<file path="src/rtl/core/arc_pkg.sv">
// Shared types and constants for the address result cache.
`timescale 1ns / 1ps

package arc_pkg;

    localparam int unsigned CACHE_DEPTH_DEF = 16;
    localparam int unsigned WORD_W          = 64;

    typedef enum logic [2:0] {
        ST_IDLE,
        ST_MATCH,
        ST_SELECT,
        ST_READ,
        ST_OUTPUT
    } t_state;

    typedef struct packed {
        logic load_in;
        logic match_en;
        logic sel_en;
        logic rd_capture;
        logic out_load;
    } t_cmd;

    typedef struct packed {
        logic hit;
    } t_sts;

endpackage

</file>
<file path="src/rtl/core/arc_ctrl.sv">
// Sequencing state machine for the address result cache.
`timescale 1ns / 1ps

module arc_ctrl (
    input  logic          i_clk,
    input  logic          i_rst_n,
    input  logic          i_valid,
    output logic          o_stall,
    output logic          o_valid,
    input  logic          i_stall,
    input  arc_pkg::t_sts i_sts,
    output arc_pkg::t_cmd o_cmd
);

    arc_pkg::t_state r_state;
    arc_pkg::t_state n_state;
    logic            r_out_valid;
    logic            n_out_valid;

    always_ff @(posedge i_clk) begin
        if (!i_rst_n) begin
            r_state     <= arc_pkg::ST_IDLE;
            r_out_valid <= 1'b0;
        end else begin
            r_state     <= n_state;
            r_out_valid <= n_out_valid;
        end
    end

    always_comb begin
        n_state = r_state;
        o_cmd   = '0;
        case (r_state)
            arc_pkg::ST_IDLE: begin
                if (i_valid) begin
                    o_cmd.load_in = 1'b1;
                    n_state       = arc_pkg::ST_MATCH;
                end
            end
            arc_pkg::ST_MATCH: begin
                o_cmd.match_en = 1'b1;
                n_state        = arc_pkg::ST_SELECT;
            end
            arc_pkg::ST_SELECT: begin
                o_cmd.sel_en = 1'b1;
                n_state      = i_sts.hit ? arc_pkg::ST_READ : arc_pkg::ST_OUTPUT;
            end
            arc_pkg::ST_READ: begin
                o_cmd.rd_capture = 1'b1;
                n_state          = arc_pkg::ST_OUTPUT;
            end
            arc_pkg::ST_OUTPUT: begin
                if (!r_out_valid || !i_stall) begin
                    o_cmd.out_load = 1'b1;
                    n_state        = arc_pkg::ST_IDLE;
                end
            end
            default: begin
                n_state = arc_pkg::ST_IDLE;
            end
        endcase
    end

    always_comb begin
        if (o_cmd.out_load) begin
            n_out_valid = 1'b1;
        end else if (!i_stall) begin
            n_out_valid = 1'b0;
        end else begin
            n_out_valid = r_out_valid;
        end
    end

    assign o_stall = (r_state != arc_pkg::ST_IDLE);
    assign o_valid = r_out_valid;

`ifndef SYNTHESIS
    a_accept_to_match: assert property (@(posedge i_clk) disable iff (!i_rst_n)
        (i_valid && !o_stall) |=> (r_state == arc_pkg::ST_MATCH))
        else $error("accepted word did not start a lookup");

    a_no_overwrite: assert property (@(posedge i_clk) disable iff (!i_rst_n)
        o_cmd.out_load |-> (!r_out_valid || !i_stall))
        else $error("pending result overwritten");

    a_valid_source: assert property (@(posedge i_clk) disable iff (!i_rst_n)
        $rose(o_valid) |-> ($past(r_state) == arc_pkg::ST_OUTPUT))
        else $error("result appeared outside output step");

    a_hit_reads: assert property (@(posedge i_clk) disable iff (!i_rst_n)
        (r_state == arc_pkg::ST_SELECT && i_sts.hit) |=> (r_state == arc_pkg::ST_READ))
        else $error("hit did not read value store");
`endif

endmodule

</file>
<file path="src/rtl/core/arc_dpath.sv">
// Key compare, value store, replacement pointer and result registers.
`timescale 1ns / 1ps

module arc_dpath #(
    parameter int unsigned CACHE_DEPTH = arc_pkg::CACHE_DEPTH_DEF
) (
    input  logic                        i_clk,
    input  logic                        i_rst_n,
    input  arc_pkg::t_cmd               i_cmd,
    output arc_pkg::t_sts               o_sts,
    input  logic [arc_pkg::WORD_W-1:0]  i_addr,
    input  logic [arc_pkg::WORD_W-1:0]  i_fill_data,
    output logic                        o_hit,
    output logic [arc_pkg::WORD_W-1:0]  o_data
);

    localparam int unsigned IDX_W = $clog2(CACHE_DEPTH);
    localparam logic [IDX_W-1:0] LAST_IDX = IDX_W'(CACHE_DEPTH - 1);

    logic [arc_pkg::WORD_W-1:0] r_addr;
    logic [arc_pkg::WORD_W-1:0] r_fill;
    logic [arc_pkg::WORD_W-1:0] r_key [CACHE_DEPTH];
    logic [arc_pkg::WORD_W-1:0] r_mem [CACHE_DEPTH];
    logic [arc_pkg::WORD_W-1:0] r_mem_q;
    logic [CACHE_DEPTH-1:0]     r_match;
    logic [CACHE_DEPTH-1:0]     n_match;
    logic [IDX_W-1:0]           r_ptr;
    logic [IDX_W-1:0]           n_ptr;
    logic [IDX_W-1:0]           hit_idx;
    logic                       any_hit;
    logic                       r_res_hit;
    logic [arc_pkg::WORD_W-1:0] r_res_data;
    logic                       r_out_hit;
    logic [arc_pkg::WORD_W-1:0] r_out_data;

    always_ff @(posedge i_clk) begin
        if (i_cmd.load_in) begin
            r_addr <= i_addr;
            r_fill <= i_fill_data;
        end
    end

    always_comb begin
        for (int i = 0; i < CACHE_DEPTH; i++) begin
            n_match[i] = (r_key[i] == r_addr) && (r_addr != '0);
        end
    end

    always_ff @(posedge i_clk) begin
        if (i_cmd.match_en) begin
            r_match <= n_match;
        end
    end

    assign any_hit = |r_match;

    // lowest matching entry wins
    always_comb begin
        hit_idx = '0;
        for (int i = CACHE_DEPTH - 1; i >= 0; i--) begin
            if (r_match[i]) begin
                hit_idx = IDX_W'(i);
            end
        end
    end

    always_comb begin
        if (any_hit) begin
            n_ptr = (hit_idx == LAST_IDX) ? '0 : hit_idx + 1'b1;
        end else begin
            n_ptr = (r_ptr == LAST_IDX) ? '0 : r_ptr + 1'b1;
        end
    end

    always_ff @(posedge i_clk) begin
        if (!i_rst_n) begin
            r_ptr <= '0;
            for (int i = 0; i < CACHE_DEPTH; i++) begin
                r_key[i] <= '0;
            end
        end else if (i_cmd.sel_en) begin
            r_ptr <= n_ptr;
            if (!any_hit) begin
                r_key[r_ptr] <= r_addr;
            end
        end
    end

    always_ff @(posedge i_clk) begin
        if (i_cmd.sel_en && !any_hit) begin
            r_mem[r_ptr] <= r_fill;
        end
        r_mem_q <= r_mem[hit_idx];
    end

    always_ff @(posedge i_clk) begin
        if (i_cmd.sel_en) begin
            r_res_hit <= any_hit;
            if (!any_hit) begin
                r_res_data <= r_fill;
            end
        end else if (i_cmd.rd_capture) begin
            r_res_data <= r_mem_q;
        end
    end

    always_ff @(posedge i_clk) begin
        if (i_cmd.out_load) begin
            r_out_hit  <= r_res_hit;
            r_out_data <= r_res_data;
        end
    end

    assign o_sts.hit = any_hit;
    assign o_hit     = r_out_hit;
    assign o_data    = r_out_data;

endmodule

</file>
<file path="src/rtl/core/address_result_cache.sv">
// Address result cache: fully associative, circular victim pointer.
// A word taken in idle passes the match and select states, the
// value-read state on a hit only, and the output state, which loads
// the result register. A new word is taken only back in idle.
// The output register lets a finished word wait while the next is taken.
// Reset (synchronous, active low) empties all keys and zeroes the pointer.
`timescale 1ns / 1ps

module address_result_cache #(
    parameter int unsigned CACHE_DEPTH = arc_pkg::CACHE_DEPTH_DEF
) (
    input  logic                       i_clk,
    input  logic                       i_rst_n,
    input  logic                       i_valid,
    output logic                       o_stall,
    input  logic [arc_pkg::WORD_W-1:0] i_addr,
    input  logic [arc_pkg::WORD_W-1:0] i_fill_data,
    output logic                       o_valid,
    input  logic                       i_stall,
    output logic                       o_hit,
    output logic [arc_pkg::WORD_W-1:0] o_data
);

    arc_pkg::t_cmd cmd;
    arc_pkg::t_sts sts;

    arc_ctrl u_ctrl (
        .i_clk   (i_clk),
        .i_rst_n (i_rst_n),
        .i_valid (i_valid),
        .o_stall (o_stall),
        .o_valid (o_valid),
        .i_stall (i_stall),
        .i_sts   (sts),
        .o_cmd   (cmd)
    );

    arc_dpath #(
        .CACHE_DEPTH (CACHE_DEPTH)
    ) u_dpath (
        .i_clk       (i_clk),
        .i_rst_n     (i_rst_n),
        .i_cmd       (cmd),
        .o_sts       (sts),
        .i_addr      (i_addr),
        .i_fill_data (i_fill_data),
        .o_hit       (o_hit),
        .o_data      (o_data)
    );

endmodule
</file>
<file path="config.mk">
export PLATFORM = sky130hd
export DESIGN_NAME = address_result_cache
export DESIGN_NICKNAME = d
export VERILOG_FILES = /design/src/rtl/core/arc_pkg.sv /design/src/rtl/core/arc_ctrl.sv /design/src/rtl/core/arc_dpath.sv /design/src/rtl/core/address_result_cache.sv
export SDC_FILE = /design/constraint.sdc
export NUM_CORES = 2
export LEC_CHECK = 0
export BUFFER_PORTS_ARGS = -buffer_cell sky130_fd_sc_hd__buf_2
export CORE_MARGIN = 10
export CORE_UTILIZATION = 30
export CTS_CLUSTER_DIAMETER = 80
export DETAILED_ROUTE_END_ITERATION = 16
export PLACE_DENSITY_LB_ADDON = 0.05
export SYNTH_ARGS = -nofsm -noshare
export SYNTH_HDL_FRONTEND = slang
export SYNTH_SLANG_ARGS = --single-unit
</file>
<file path="constraint.sdc">
create_clock -name i_clk -period 12.1 [get_ports i_clk]
set_input_delay 1.815 -clock i_clk [delete_from_list [all_inputs] [get_ports i_clk]]
set_output_delay 1.815 -clock i_clk [all_outputs]
set_load 0.02 [all_outputs]
</file>
# Word-level counts from Yosys, hierarchy flattened
# Memories as Yosys holds them, arrays and structs flattened. A register that Yosys moved wholly into a read port is not among the register bits.
# Index checks and enable logic that the tools add are counted.
# word_totals
regBits,282
mem_bits_rw,2048
inputBits,132
output_inout_bits,67
wordCells,114
n_memories,2
# classes
add_sub_neg,2
eq_ne,26
n_mux,45
n_reduce_logical,29
# mem_list
name,depth,width,read_ports,rd_ports_with_merged_regs,wr,line_no,text
u_dpath.r_key,16,64,16,0,16,arc_dpath.sv:22,logic [arc_pkg::WORD_W-1:0] r_key [CACHE_DEPTH];
u_dpath.r_mem,16,64,1,1,1,arc_dpath.sv:23,logic [arc_pkg::WORD_W-1:0] r_mem [CACHE_DEPTH];
# ops
op,count
$eq 64x64->1,16
$mux 64,4
$mux 4,20
$reduce_bool 64->1,1
$reduce_or 64->1,1
$logic_and 1x1->1,17
$mux 1,17
$reduce_or 16->1,1
$pmux 3 s5,1
$mux 3,3
$add 4x1->4 const B,2
$eq 4x4->1 const B,2
$eq 3x2->1 const B,2
$ne 2x1->1 const B,2
$ne 2x2->1 const B,2
$reduce_and 2->1,2
$eq 3x1->1 const B,1
$eq 3x3->1 const B,1
$logic_not 1->1,3
$logic_not 3->1,1
$reduce_bool 3->1,1
$reduce_bool 2->1,1
$logic_or 1x1->1,1

# Logic depth before layout (Yosys ltp)
# depth
depth_word,19
depth_mapped,12
mapped_depth_nobuf,9

# Modules after synthesis
# From an unflattened synthesis, not the netlist that was laid out.
# hier_totals
cells_unflattened,6714
hier_area_um2,99950.9
# by_module_without_submodules
mod,n_inst,cells_each,area_each_um2,seq_area_each_um2
arc_dpath,1,6687,99724.4,71088.2
arc_ctrl,1,27,226.5,80.1

# Worst setup path after synthesis
# Ideal clock, no wire load.
# synth_path
path_kind,flip-flop to flip-flop
start,reg u_dpath.r_match[9]
end,mem u_dpath.r_key[11][0] (netlist bit) (enable)
setup_time_ns,0.429
t_arrival_ns,7.935
path_slack_ns,3.736
stages_incl_launch_ff,7
n_path_buf,0
path_cell_list,edfxtp_1 nor4_2 nand2_1 nor2_4 nand3_1 nor3b_1 nand2b_1
# synth_rtl
element,line_no,text
"start, declared",arc_dpath.sv:25,logic [CACHE_DEPTH-1:0] r_match;
"start signal, assigned",arc_dpath.sv:51,r_match <= n_match;
"end, declared",arc_dpath.sv:22,

==> results.json <==
{
  "status": "finished clean",
  "cp-start-kind": "flop",
  "synth-async-reset-ratio": 0,
  "maxCapViolations": 0,
  "yosys-top-cells-area": "edfxtp_1, xor2_1, xnor2_1, and3_1, nand2_1",
  "synthFlopType": "edfxtp_1",
  "synthCells": 7044,
  "path_clk_slew_ps": 60,
  "wl_per_cell_um": 29.5,
  "ff2ff_setup_slack_ps": 6690,
  "die_x_um": 597,
  "io_pins": 199,
  "tns_ps": 0,
  "fp-row-count": 211,
  "ir_worst_vdd_uv": 97.0,
  "rr_worst_depth": 11,
  "arrival_ps": 6140,
  "dieHeight_um": 597,
  "crit_path_end_kind": "flop",
  "rsz0062_at_grt": "no",
  "hp-class": "flop to flop",
  "grt_max_degree": 178,
  "mappedNetlistArea_um2": 99900,
  "grt_usage": 0.188,
  "drt_wl_total_um": 347000,
  "synth.largest_area_cell": "edfxtp_1",
  "hold_violations": 0,
  "routed-via-count": 58800,
  "drive_gt1_frac": 0.120,
  "critical_path_class": "flop to flop",
  "drc": 0,
  "gp_congestion": 0.743,
  "via_per_inst": 5.00,
  "yosys_warnings": 0,
  "synth.avg_cell_area_um2": 14.2,
  "clock_latency_ps": 920,
  "drv_slew": 0,
  "max-clock-path-buffers": 4,
  "antenna_found_initial": 31,
  "drt-initial-drc-count": 5197,
  "nFillCells": 31900,
  "cts_hold_buf": 0,
  "dr.pass1.iters": 6,
  "cts_setup_buffers": 0,
  "post-route-util": 0.349,
  "dp_hpwl_um": 183000,
  "coreArea_um2": 331000,
  "power_density_nw_per_um2": 173,
  "holdPathStages": 0,
  "worstPathMaxFanout": 103,
  "portBuffers": 198,
  "worstPathRequired_ps": 12830,
  "die-area_um2": 356000,
  "min_period_ps": 5410,
  "clkSinkCount": 2394,
  "finClkSkew_ps": 75.0,
  "syn_nets": 7181,
  "grt_pass1_wl_um": 482000,
  "cts_tree": "yes",
  "post-place-ws_ps": 6230,
  "synth_top_area_frac": 0.698,
  "yosys-top-cells-count": "edfxtp_1, nand2_1, and3_1, xor2_1, xnor2_1",
  "area_growth_pct": 15.6,
  "cts_root_buf": "clkbuf_16",
  "slew_headroom": 0.195,
  "max_freq_mhz": 185,
  "ys_seq_elements": 2394,
  "cts-buffers-inserted": 296,
  "finalSetupViolations": 0,
  "nNetsFinal": 7276,
  "synth_edf_count": 2322,
  "power.static_leakage_nw": 41.2,
  "cts.repair.resized": 0,
  "synth_seq_area_share": 0.713,
  "ant_nets": 0,
  "tightest_slew_ps": 1200,
  "gr-total-overflow": 0,
  "synth.distinct_cells": 55,
  "fin_ws_ps": 6690,
  "fin_crit_sh": 0.447,
  "synth_most_common_cell": "edfxtp_1",
  "grt_pass1_vias": 58400,
  "power_mw": 20.0,
  "start_util": 0.302,
  "htree_levels": 5
}
report_power, final:
part / internal (mW) / leakage, nW / switching, mW / total [mW]
combinational: 0.460 / 13.8 / 1.27 / 1.73
sequential: 9.37 / 22.9 / 0.191 / 9.56
clock: 5.10 / 4.50 / 3.58 / 8.67
cell type report:
type / count / area (µm²) / share of cell area
antenna: 20 / 50.0 / 0.000433
timing repair buffer: 415 / 2770 / 0.0240
clock inverter: 117 / 1110 / 0.00962
inverter: 26 / 108 / 0.000932
multi-input combinational: 4006 / 26700 / 0.231
sequential: 2394 / 71200 / 0.616
tap: 4366 / 5460 / 0.0473
clock buffer: 415 / 8170 / 0.0708
layout by cell type (no fill, tap or decap), types with 93 or more instances in the layout:
cell type and count:
clkbuf_1 96, nor4_1 261, and3_1 627, nand2_1 809, buf_2 198, edfxtp_1 2322, clkbuf_16 304, a21oi_1 261
xnor2_1 495, a22oi_1 93, xor2_1 513, a32oi_1 166, buf_4 205, nand4_1 163, and2_1 255
state kept, by name, indices dropped and copies added, names as in the netlist:
name and cells:
u_dpath.r_addr 64, u_ctrl.o_valid 1, u_ctrl.r_state 3, u_dpath.r_res_hit 1
u_dpath.o_hit 1, u_dpath.r_mem_q 64, u_dpath.r_fill 64, u_dpath.r_match 16
u_dpath.r_key 1024, u_dpath.o_data 64, u_dpath.r_res_data 64, u_dpath.r_ptr 4
u_dpath.r_mem 1024
metal layers:
metal  wire [µm]  up-vias  global-route usage
li1            -    26300                   -
met1      170000    30800               0.282
met2      156000     1315               0.292
met3       13600      416              0.0201
met4        7040        6              0.0394
met5          33        -                   0
through the flow:
| stage | hold slack, ps | cells | area (µm²) |
|---|---|---|---|
| floorplan | 400 | 7044 | 99900 |
| global placement | 403 | 11200 | 106000 |
| detailed placement | 405 | 11200 | 106000 |
| CTS | 407 | 11700 | 115000 |
| global route | 421 | 11700 | 115000 |
| finish | 408 | 11800 | 116000 |
kinds of logic after synthesis:
group,Yosys count,share of synthesized area
DFF,2394,0.713
buffers and inverters,644,0.0248
xor gates and xnor gates,1008,0.0884
adders and majority gates,5,0.000626
AOI/OAI and AO/OA,555,0.0372
and+or+nand+nor,2348,0.127
muxes,90,0.00902
path summary, 6_finish.rpt:
kind / startpoint / to
min: u_dpath.r_res_data[23] / u_dpath.o_data[23]
max: u_dpath.r_match[8] / u_dpath.r_key[3][3]
max reg2reg: u_dpath.r_match[8] / u_dpath.r_key[3][3]
min reg2reg: u_dpath.r_res_data[23] / u_dpath.o_data[23]
worst max-delay path, stage by stage (launching register included):
cell and delay, ps:
edfxtp_1 460, nor4_2 540, nand2_1 200, nor2_4 260
inv_2 140, nor3_4 400, nand2_2 90, buf_4 260
nor2_4 920, buf_4 660, buf_4 870, and3_1 270
Note: power is estimated with default switching activity, not from simulation.
